File: src/rtl/serial_loaded_prg_bank_mapper_core_macros.svh
// Assertion helpers shared by the mapper RTL.
`ifndef SERIAL_LOADED_PRG_BANK_MAPPER_CORE_MACROS_SVH
`define SERIAL_LOADED_PRG_BANK_MAPPER_CORE_MACROS_SVH

// Same-cycle implication, disabled while reset is asserted.
`define SLPBM_ASSERT_IMPL(label, clk, rst_n, ante, cons) \
  label: assert property (@(posedge clk) disable iff (!(rst_n)) (ante) |-> (cons)) \
    else $error("slpbm: same-cycle check failed");

// Next-cycle implication, disabled while reset is asserted.
`define SLPBM_ASSERT_NEXT(label, clk, rst_n, ante, cons) \
  label: assert property (@(posedge clk) disable iff (!(rst_n)) (ante) |=> (cons)) \
    else $error("slpbm: next-cycle check failed");

`endif

File: src/rtl/slpbm_pkg.sv
package slpbm_pkg;

  // Bus access kinds
  typedef enum logic [1:0] {
    FUNC_CPU_READ  = 2'd0,
    FUNC_CPU_WRITE = 2'd1,
    FUNC_PPU_READ  = 2'd2,
    FUNC_PPU_WRITE = 2'd3
  } func_e;

  // Result routing
  typedef enum logic [1:0] {
    TGT_NONE = 2'd0,
    TGT_PRG  = 2'd1,
    TGT_CHR  = 2'd2,
    TGT_ZERO = 2'd3
  } target_e;

  // Serial register select (address bits 14:13)
  typedef enum logic [1:0] {
    SEL_CONTROL = 2'd0,
    SEL_CHR0    = 2'd1,
    SEL_CHR1    = 2'd2,
    SEL_PRG     = 2'd3
  } serial_sel_e;

  // PRG modes (control bits 3:2)
  typedef enum logic [1:0] {
    PRG_MODE_32K_A     = 2'd0,
    PRG_MODE_32K_B     = 2'd1,
    PRG_MODE_FIX_FIRST = 2'd2,
    PRG_MODE_FIX_LAST  = 2'd3
  } prg_mode_e;

  // Configuration register indexes
  localparam int unsigned CfgIdxW = 1;
  localparam logic [CfgIdxW-1:0] CFG_PRG_BANK_COUNT  = 1'b0;
  localparam logic [CfgIdxW-1:0] CFG_CHR_ROM_PRESENT = 1'b1;
  localparam int unsigned CfgDataW = 5;

  localparam int unsigned AddrW    = 16;
  localparam int unsigned DataW    = 8;
  localparam int unsigned RomAddrW = 18;
  localparam int unsigned BankW    = 4;
  localparam int unsigned ShiftW   = 5;
  localparam int unsigned OffsetW  = 14;

  localparam logic [ShiftW-1:0] SHIFT_RESET   = 5'h10;
  localparam logic [ShiftW-1:0] CONTROL_RESET = 5'h0C;
  localparam logic [ShiftW-1:0] PRG_MODE_BITS = 5'h0C;
  localparam logic [BankW-1:0]  BANK32_MASK   = 4'hE;
  localparam logic [AddrW-1:0]  CHR_LAST_ADDR = 16'h1FFF;
  localparam logic [CfgDataW-1:0] BANK_COUNT_RESET = 5'd16;

  // Mapper registers as seen by the address map
  typedef struct packed {
    logic [ShiftW-1:0] control;
    logic [BankW-1:0]  prg_bank;
  } map_state_t;

  // Serial port write request
  typedef struct packed {
    logic              en;
    logic [1:0]        sel;
    logic [DataW-1:0]  data;
  } serial_cmd_t;

endpackage

File: src/rtl/serial_loaded_prg_bank_mapper_core.sv
// Two register stages, the input register and the result register; an access
// is registered in the first, then in the second, and can stall in either.
// Throughput: one access per cycle while the result side does not stall; the
// input register refills while a result waits under stall.
// Reset (rst_ni low, asynchronous): pipeline empty, serial port holds only
// its marker, control 0x0C, PRG bank 0, bank count 16, CHR ROM present.
`include "serial_loaded_prg_bank_mapper_core_macros.svh"

module serial_loaded_prg_bank_mapper_core import slpbm_pkg::*; #(
  parameter int unsigned MAX_PRG_BANKS = 16
) (
  input  logic                 clk_i,
  input  logic                 rst_ni,
  // configuration
  input  logic                 cfg_we_i,
  input  logic [CfgIdxW-1:0]   cfg_index_i,
  input  logic [CfgDataW-1:0]  cfg_data_i,
  // access in
  input  logic                 in_valid_i,
  output logic                 in_stall_o,
  input  logic [1:0]           func_i,
  input  logic [AddrW-1:0]     address_i,
  input  logic [DataW-1:0]     write_data_i,
  // result out
  output logic                 out_valid_o,
  input  logic                 out_stall_i,
  output logic                 claimed_o,
  output logic [1:0]           target_o,
  output logic [RomAddrW-1:0]  rom_address_o
);

  logic                in_valid_q;
  logic [1:0]          func_q;
  logic [AddrW-1:0]    address_q;
  logic [DataW-1:0]    write_data_q;
  logic                out_valid_q;
  logic                claimed_q;
  logic [1:0]          target_q;
  logic [RomAddrW-1:0] rom_address_q;
  logic [CfgDataW-1:0] prg_bank_count_q;
  logic                chr_rom_present_q;

  logic                out_adv;
  logic                fire;
  logic                claimed_d;
  logic [1:0]          target_d;
  logic [RomAddrW-1:0] rom_address_d;
  serial_cmd_t         cmd;
  map_state_t          map_state;

  assign out_adv    = !out_valid_q || !out_stall_i;
  assign fire       = in_valid_q && out_adv;
  assign in_stall_o = in_valid_q && !out_adv;

  // Configuration registers
  always_ff @(posedge clk_i or negedge rst_ni) begin
    if (!rst_ni) begin
      prg_bank_count_q  <= BANK_COUNT_RESET;
      chr_rom_present_q <= 1'b1;
    end else if (cfg_we_i) begin
      case (cfg_index_i)
        CFG_PRG_BANK_COUNT:  prg_bank_count_q  <= cfg_data_i;
        CFG_CHR_ROM_PRESENT: chr_rom_present_q <= cfg_data_i[0];
        default: ;
      endcase
    end
  end

  // Input register
  always_ff @(posedge clk_i or negedge rst_ni) begin
    if (!rst_ni) begin
      in_valid_q <= 1'b0;
    end else if (!in_stall_o) begin
      in_valid_q <= in_valid_i;
    end
  end

  always_ff @(posedge clk_i) begin
    if (in_valid_i && !in_stall_o) begin
      func_q       <= func_i;
      address_q    <= address_i;
      write_data_q <= write_data_i;
    end
  end

  slpbm_map #(
    .MAX_PRG_BANKS(MAX_PRG_BANKS)
  ) u_map (
    .act_i             (fire),
    .func_i            (func_q),
    .address_i         (address_q),
    .write_data_i      (write_data_q),
    .state_i           (map_state),
    .prg_bank_count_i  (prg_bank_count_q),
    .chr_rom_present_i (chr_rom_present_q),
    .cmd_o             (cmd),
    .claimed_o         (claimed_d),
    .target_o          (target_d),
    .rom_address_o     (rom_address_d)
  );

  slpbm_serial u_serial (
    .clk_i   (clk_i),
    .rst_ni  (rst_ni),
    .cmd_i   (cmd),
    .state_o (map_state)
  );

  // Result register
  always_ff @(posedge clk_i or negedge rst_ni) begin
    if (!rst_ni) begin
      out_valid_q <= 1'b0;
    end else if (out_adv) begin
      out_valid_q <= in_valid_q;
    end
  end

  always_ff @(posedge clk_i) begin
    if (fire) begin
      claimed_q     <= claimed_d;
      target_q      <= target_d;
      rom_address_q <= rom_address_d;
    end
  end

  assign out_valid_o   = out_valid_q;
  assign claimed_o     = claimed_q;
  assign target_o      = target_q;
  assign rom_address_o = rom_address_q;

  // Any routed result belongs to a claimed access
  `SLPBM_ASSERT_IMPL(a_target_claimed, clk_i, rst_ni, out_valid_o && target_o != TGT_NONE,
                     claimed_o)
  // No ROM read means a zero address
  `SLPBM_ASSERT_IMPL(a_rom_zero, clk_i, rst_ni,
                     out_valid_o && (target_o == TGT_NONE || target_o == TGT_ZERO),
                     rom_address_o == '0)
  // A held access in the input register is not dropped
  `SLPBM_ASSERT_NEXT(a_in_hold, clk_i, rst_ni, in_valid_q && !out_adv,
                     in_valid_q && $stable(address_q) && $stable(func_q))

endmodule

File: src/rtl/slpbm_serial.sv
`include "serial_loaded_prg_bank_mapper_core_macros.svh"

module slpbm_serial import slpbm_pkg::*; (
  input  logic        clk_i,
  input  logic        rst_ni,
  input  serial_cmd_t cmd_i,
  output map_state_t  state_o
);

  logic [ShiftW-1:0] shift_q, shift_d;
  logic [ShiftW-1:0] control_q, control_d;
  logic [BankW-1:0]  prg_bank_q, prg_bank_d;
  logic [ShiftW-1:0] shifted;

  assign shifted = {cmd_i.data[0], shift_q[ShiftW-1:1]};

  // Serial load: bit 7 resets the port, the fifth bit commits
  always_comb begin
    shift_d    = shift_q;
    control_d  = control_q;
    prg_bank_d = prg_bank_q;
    if (cmd_i.en) begin
      if (cmd_i.data[DataW-1]) begin
        shift_d   = SHIFT_RESET;
        control_d = control_q | PRG_MODE_BITS;
      end else if (shift_q[0]) begin
        shift_d = SHIFT_RESET;
        case (serial_sel_e'(cmd_i.sel))
          SEL_CONTROL: control_d  = shifted;
          SEL_PRG:     prg_bank_d = shifted[BankW-1:0];
          default:     ;
        endcase
      end else begin
        shift_d = shifted;
      end
    end
  end

  always_ff @(posedge clk_i or negedge rst_ni) begin
    if (!rst_ni) begin
      shift_q    <= SHIFT_RESET;
      control_q  <= CONTROL_RESET;
      prg_bank_q <= '0;
    end else begin
      shift_q    <= shift_d;
      control_q  <= control_d;
      prg_bank_q <= prg_bank_d;
    end
  end

  assign state_o.control  = control_q;
  assign state_o.prg_bank = prg_bank_q;

  // The marker bit means the shift register is never empty
  `SLPBM_ASSERT_IMPL(a_shift_marker, clk_i, rst_ni, 1'b1, shift_q != '0)
  // A port reset leaves a fresh marker and PRG mode 3
  `SLPBM_ASSERT_NEXT(a_port_reset, clk_i, rst_ni, cmd_i.en && cmd_i.data[DataW-1],
                     shift_q == SHIFT_RESET && control_q[3:2] == PRG_MODE_FIX_LAST)
  // Registers only move on a serial transfer
  `SLPBM_ASSERT_NEXT(a_idle_hold, clk_i, rst_ni, !cmd_i.en,
                     $stable(control_q) && $stable(prg_bank_q))

endmodule

File: src/rtl/slpbm_map.sv
module slpbm_map import slpbm_pkg::*; #(
  parameter int unsigned MAX_PRG_BANKS = 16
) (
  input  logic                 act_i,
  input  logic [1:0]           func_i,
  input  logic [AddrW-1:0]     address_i,
  input  logic [DataW-1:0]     write_data_i,
  input  map_state_t           state_i,
  input  logic [CfgDataW-1:0]  prg_bank_count_i,
  input  logic                 chr_rom_present_i,
  output serial_cmd_t          cmd_o,
  output logic                 claimed_o,
  output logic [1:0]           target_o,
  output logic [RomAddrW-1:0]  rom_address_o
);

  logic             high_half;
  logic [BankW-1:0] last_bank;
  logic [BankW-1:0] bank;
  logic [CfgDataW-1:0] count_clamped;

  assign high_half = address_i[OffsetW];

  // Last bank from the count clamped to 1..MAX_PRG_BANKS
  always_comb begin
    count_clamped = prg_bank_count_i;
    if (prg_bank_count_i == '0) begin
      count_clamped = CfgDataW'(1);
    end else if (prg_bank_count_i > CfgDataW'(MAX_PRG_BANKS)) begin
      count_clamped = CfgDataW'(MAX_PRG_BANKS);
    end
  end
  assign last_bank = BankW'(count_clamped - CfgDataW'(1));

  // PRG bank select by mode
  always_comb begin
    case (prg_mode_e'(state_i.control[3:2]))
      PRG_MODE_FIX_FIRST: bank = high_half ? state_i.prg_bank : '0;
      PRG_MODE_FIX_LAST:  bank = high_half ? last_bank : state_i.prg_bank;
      default:            bank = (state_i.prg_bank & BANK32_MASK) | {3'b000, high_half};
    endcase
  end

  // Access decode
  always_comb begin
    claimed_o     = 1'b0;
    target_o      = TGT_NONE;
    rom_address_o = '0;
    cmd_o.en      = 1'b0;
    cmd_o.sel     = address_i[14:13];
    cmd_o.data    = write_data_i;
    case (func_e'(func_i))
      FUNC_CPU_READ: begin
        if (address_i[AddrW-1]) begin
          claimed_o     = 1'b1;
          target_o      = TGT_PRG;
          rom_address_o = {bank, address_i[OffsetW-1:0]};
        end
      end
      FUNC_CPU_WRITE: begin
        if (address_i[AddrW-1]) begin
          claimed_o = 1'b1;
          cmd_o.en  = act_i;
        end
      end
      FUNC_PPU_READ: begin
        if (address_i <= CHR_LAST_ADDR) begin
          claimed_o = 1'b1;
          if (chr_rom_present_i) begin
            target_o      = TGT_CHR;
            rom_address_o = RomAddrW'(address_i);
          end else begin
            target_o = TGT_ZERO;
          end
        end
      end
      default: ;
    endcase
  end

endmodule

File: config.mk
export PLATFORM = sky130hd
export DESIGN_NAME = serial_loaded_prg_bank_mapper_core
export DESIGN_NICKNAME = d
export VERILOG_FILES = /design/src/rtl/slpbm_pkg.sv /design/src/rtl/serial_loaded_prg_bank_mapper_core.sv /design/src/rtl/slpbm_serial.sv /design/src/rtl/slpbm_map.sv
export VERILOG_INCLUDE_DIRS = /design/src /design/src/rtl
export SDC_FILE = /design/constraint.sdc
export NUM_CORES = 1
export LEC_CHECK = 0
export BUFFER_PORTS_ARGS = -buffer_cell sky130_fd_sc_hd__buf_2
export CAP_MARGIN = 10
export CORE_MARGIN = 5
export CORE_UTILIZATION = 46
export CTS_CLUSTER_DIAMETER = 50
export DETAILED_ROUTE_END_ITERATION = 8
export PLACE_DENSITY = 0.77
export SLEW_MARGIN = 20
export SYNTH_ARGS = -nofsm -noshare
export SYNTH_HDL_FRONTEND = slang
export SYNTH_HIERARCHICAL = 1
export SYNTH_SLANG_ARGS = --single-unit
File: constraint.sdc
create_clock -name clk_i -period 10.3 [get_ports clk_i]
set_clock_uncertainty 0.15 [all_clocks]
set_input_delay 2.06 -clock clk_i [delete_from_list [all_inputs] [get_ports clk_i]]
set_output_delay 2.06 -clock clk_i [all_outputs]
set_load 0.01 [all_outputs]
# Word level (Yosys, flattened, before mapping)
# Index checks and enable logic that the tools add are counted.
# classes
add_sub_neg,1
n_eq_ne,5
bitwise_logic,3
magnitude_cmp,2
reduce_logical,19
mux,23
# op_table
op,n
$mux W18,2
$pmux W18 S2,1
$mux W4,7
$le A16 B13 Y1 const B,1
$mux W16,1
$mux W5,2
$eq A2 B2 Y1 const B,4
$pmux W4 S2,1
$reduce_and A4 Y1,2
$mux W1,6
$gt A5 B5 Y1 const B,1
$logic_not A5 Y1,1
$logic_not A1 Y1,4
$logic_not A2 Y1,2
$or A4 B1 Y4,1
$pmux W2 S2,1
$reduce_and A2 Y1,2
$reduce_bool A2 Y1,2
$sub A4 B1 Y4 const B,1
$logic_and A1 B1 Y1,3
$reduce_and A3 Y1,1
$eq A2 B1 Y1 const B,1
$mux W2,1
$not A1 Y1,2
3 further kinds,3
# totals
output_inout_bits,23
register_bits,68

# Logic depth before layout (Yosys ltp)
# logic_depth
word_depth,8
mapped_depth,6
ltp_nobuf,6

# Modules after synthesis
# Netlist, hierarchy kept.
# by_module_without_submodules
mod,area_each_um2,n_inst,cells_per_inst,seq_area_each_um2
serial_loaded_prg_bank_mapper_core,1735.4,1,69,1614.0
slpbm_serial,594.3,1,50,354.1
slpbm_map,415.4,1,64,0.0

# Worst setup path before layout
# OpenSTA, ideal clock, no wires.
# synth_path
path_kind,input-to-reg
from,input port out_stall_i
to,register u_serial.prg_bank_q[0]
path_buffers,0
path_slack_ns,5.175
t_required_ns,10.025
arrival_ns,4.851
path_stages,5
cell_sequence,a21boi_0 -> and3_1 -> nor2b_2 -> and4_4 -> mux2_2
# synth_rtl
element,line,rtl
"start, declared",serial_loaded_prg_bank_mapper_core.sv:26,"input logic out_stall_i,"
"end signal, assigned",slpbm_serial.sv:47,prg_bank_q <= prg_bank_d;
"end, declared",slpbm_serial.sv:12,"logic [BankW-1:0] prg_bank_q, prg_bank_d;"

# Worst setup path after layout
# layout_path
from,input port out_stall_i
to,output port in_stall_o
# layout_via
elab_chain_len,4
# layout_rtl
element,line,rtl
$logic_not A1 Y1,serial_loaded_prg_bank_mapper_core.sv:51,assign out_adv = !out_valid_q || !out_stall_i;
$logic_or A1 B1 Y1,serial_loaded_prg_bank_mapper_core.sv:51,
$logic_not A1 Y1,serial_loaded_prg_bank_mapper_core.sv:53,assign in_stall_o = in_valid_q && !out_adv;
$logic_and A1 B1 Y1,serial_loaded_prg_bank_mapper_core.sv:53,
"end, declared",serial_loaded_prg_bank_mapper_core.sv:20,"output logic in_stall_o,"
# Every way passes these cells.

==> flow_metrics.py <==
metrics = {
    "status": {
        "outcome": "finished, final reports clean",
    },
    "worst_setup_path": {
        "r2r-start": "out_valid_o",
        "reg2reg_to": "u_serial/prg_bank_q[1]",
        "crit_slowest_cell": "buf_2",
        "crit_required_ps": 8090,
        "critPathCaptureType": "output pin",
        "critPathKind": "input port to output pin",
        "r2r_setup_slack_ps": 7590,
        "path_buf_inv": 3,
        "rr_worst_depth": 5,
        "crit_path_max_fanout": 3,
        "cpMostUsedCell": "buf_2",
        "cp_cell_sequence": "buf_2, nand3_1, inv_1, buf_2",
        "crit_start": "out_stall_i",
        "cp.depth": 4,
        "crit_family": "buffers and inverters",
        "arrival_ps": 2490,
        "crit_end": "in_stall_o",
        "slowest_delay_ps": 130,
        "critPathLaunchType": "input port",
    },
    "job": {
        "drv_cap": 0,
    },
    "power_and_ir_drop": {
        "sequentialPowerShare": 0.539,
        "vdd_ir_drop_max_uv": 112,
        "p_total_mw": 0.557,
        "p_sw_mw": 0.135,
        "power_density_nw_per_um2": 191,
        "power_frac_comb": 0.092,
        "cell_internal_pwr_mw": 0.423,
        "switching_share": 0.242,
        "power_frac_clock": 0.369,
        "leakage_nw": 1.19,
    },
    "place": {
        "portBuffers": 53,
        "dpl_cell_area_um2": 2710,
        "routabilityCongestion": 0.759,
        "dpl.hpwl_um": 2890,
    },
    "die": {
        "start_util": 0.473,
        "die-area_um2": 6770,
        "die_h_um": 82.3,
        "dieWidth_um": 82.3,
        "coreArea_um2": 5070,
        "rows": 26,
        "top_level_ports": 60,
    },
    "timing": {
        "finalCritPeriodShare": 0.457,
        "hold_viol": 0,
        "max_freq_mhz": 213,
        "tns_ps": 0,
        "setup_viol": 0,
        "slew_headroom": 0.430,
        "tightest_slew_ps": 855,
        "rsz0062_at_grt": "false",
        "finalCriticalPeriod_ps": 4700,
        "slew_viol_final": 0,
    },
    "final_layout": {
        "final_layout_size_suffix_gt1_frac": 0.409,
        "antenna_cells": 0,
        "register_area_um2": 1710,
        "multi_input_area_um2": 622,
        "synthToLayoutAreaGrowth_pct": 21.2,
        "n_fill_cell": 429,
        "final_nets": 258,
        "stdcell_area_um2": 2910,
    },
    "clocking": {
        "cts_hold_buffers": 0,
        "root_buffer": "clkbuf_8",
        "cts_tree": "built",
        "cts_resized": 0,
        "clk_pin_slew_ps": 70,
        "cts_buffers": 9,
        "htreeDepth": 3,
        "clk_latency_ps": 330,
        "cts.sinks": 60,
        "clock_path_buffers": 2,
        "post_cts_buffers": 0,
    },
    "drt": {
        "drt_iter0_drc": 73,
        "drt_wl_total_um": 3990,
        "avgRoutedWirePerCell_um": 13.5,
        "postRouteAntennaNets": 0,
        "first_pass_iters": 4,
        "drc": 0,
        "drt-vias-per-instance": 4.66,
        "routed-via-count": 1375,
    },
    "global_route": {
        "grt_pass1_wl_um": 6290,
        "grt_usage": 0.131,
        "gr-total-overflow": 0,
        "grt_pass1_vias": 1324,
        "antenna_found_initial": 0,
        "met3_usage": 0.0466,
        "grt_max_degree": 23,
        "use_met1": 0.170,
        "gr-max-usage-layer": "met2",
        "grt_use_met2": 0.188,
    },
    "min_path": {
        "hold_path.class": "flop to flop",
    },
    "synth": {
        "synth_cells": 163,
        "yosys_warnings": 6,
        "post_synth_instance_area_um2": 2400,
        "syn_nets": 201,
        "syn_area_per_cell_um2": 14.7,
    },
}
-- power by group through the flow --
stage / Clock [mW] / Sequential (mW) / Combinational (mW)
floorplan: 0 / 0.304 / 0.0318
global placement: 0 / 0.304 / 0.0500
detailed placement: 0 / 0.305 / 0.0514
CTS: 0.212 / 0.301 / 0.0517
global route: 0.221 / 0.304 / 0.0574
finish: 0.206 / 0.301 / 0.0512
-- area by class of cell --
cell class	count	share of cell area
multi-input combinational	89	0.213
inverter	7	0.00902
tap	70	0.0301
timing repair buffer	53	0.0911
sequential	60	0.588
clock inverter	7	0.0258
clock buffer	9	0.0425
-- placed cells by master (no fill, tap or decap), types with 3 or more instances in the layout --
cell	count
buf_2	53
edfxtp_1	41
and2_1	15
dfrtp_1	14
mux2_2	10
nand2_1	9
clkbuf_8	9
inv_1	7
nor2_1	7
nand2b_1	5
dfstp_2	5
o21ai_0	5
nand3_1	3
clkinvlp_4	3
a21oi_1	3
nor3_1	3
o22ai_1	3
-- metal layers --
metal / wire, um / up-vias
li1: - / 694
met1: 1770 / 638
met2: 1930 / 36
met3: 233 / 7
met4: 58 / 0
met5: 0 / -
-- worst min-delay path by stage --
stage	startpoint	to	slack, ps	cells after the start
floorplan	in_valid_q	out_valid_o	290	1
global placement	in_valid_q	out_valid_o	310	1
detailed placement	in_valid_q	out_valid_o	310	1
CTS	in_valid_q	out_valid_o	330	1
global route	in_valid_q	out_valid_o	360	1
finish	in_valid_q	out_valid_o	340	1
-- sequential cells by signal, summed over array words and instances (netlist names) --
name / cells
claimed_o: 1
prg_bank_count_q: 5
write_data_q: 2
address_q: 16
in_valid_q: 1
rom_address_o: 18
u_serial/prg_bank_q: 4
u_serial/shift_q: 5
target_o: 2
out_valid_o: 1
chr_rom_present_q: 1
func_q: 2
u_serial/control_q: 2
-- through the flow --
| stage | setup WS (ps) | util | hold WS [ps] | cells |
|---|---|---|---|---|
| floorplan | 5200 | - | 292 | 163 |
| global placement | 5580 | 0.533 | 305 | 279 |
| detailed placement | 5490 | 0.533 | 310 | 279 |
| CTS | 5610 | 0.572 | 327 | 295 |
| global route | 5550 | 0.574 | 362 | 295 |
| finish | 5600 | 0.574 | 342 | 295 |
No activity file was read; power rests on OpenSTA's default activity.
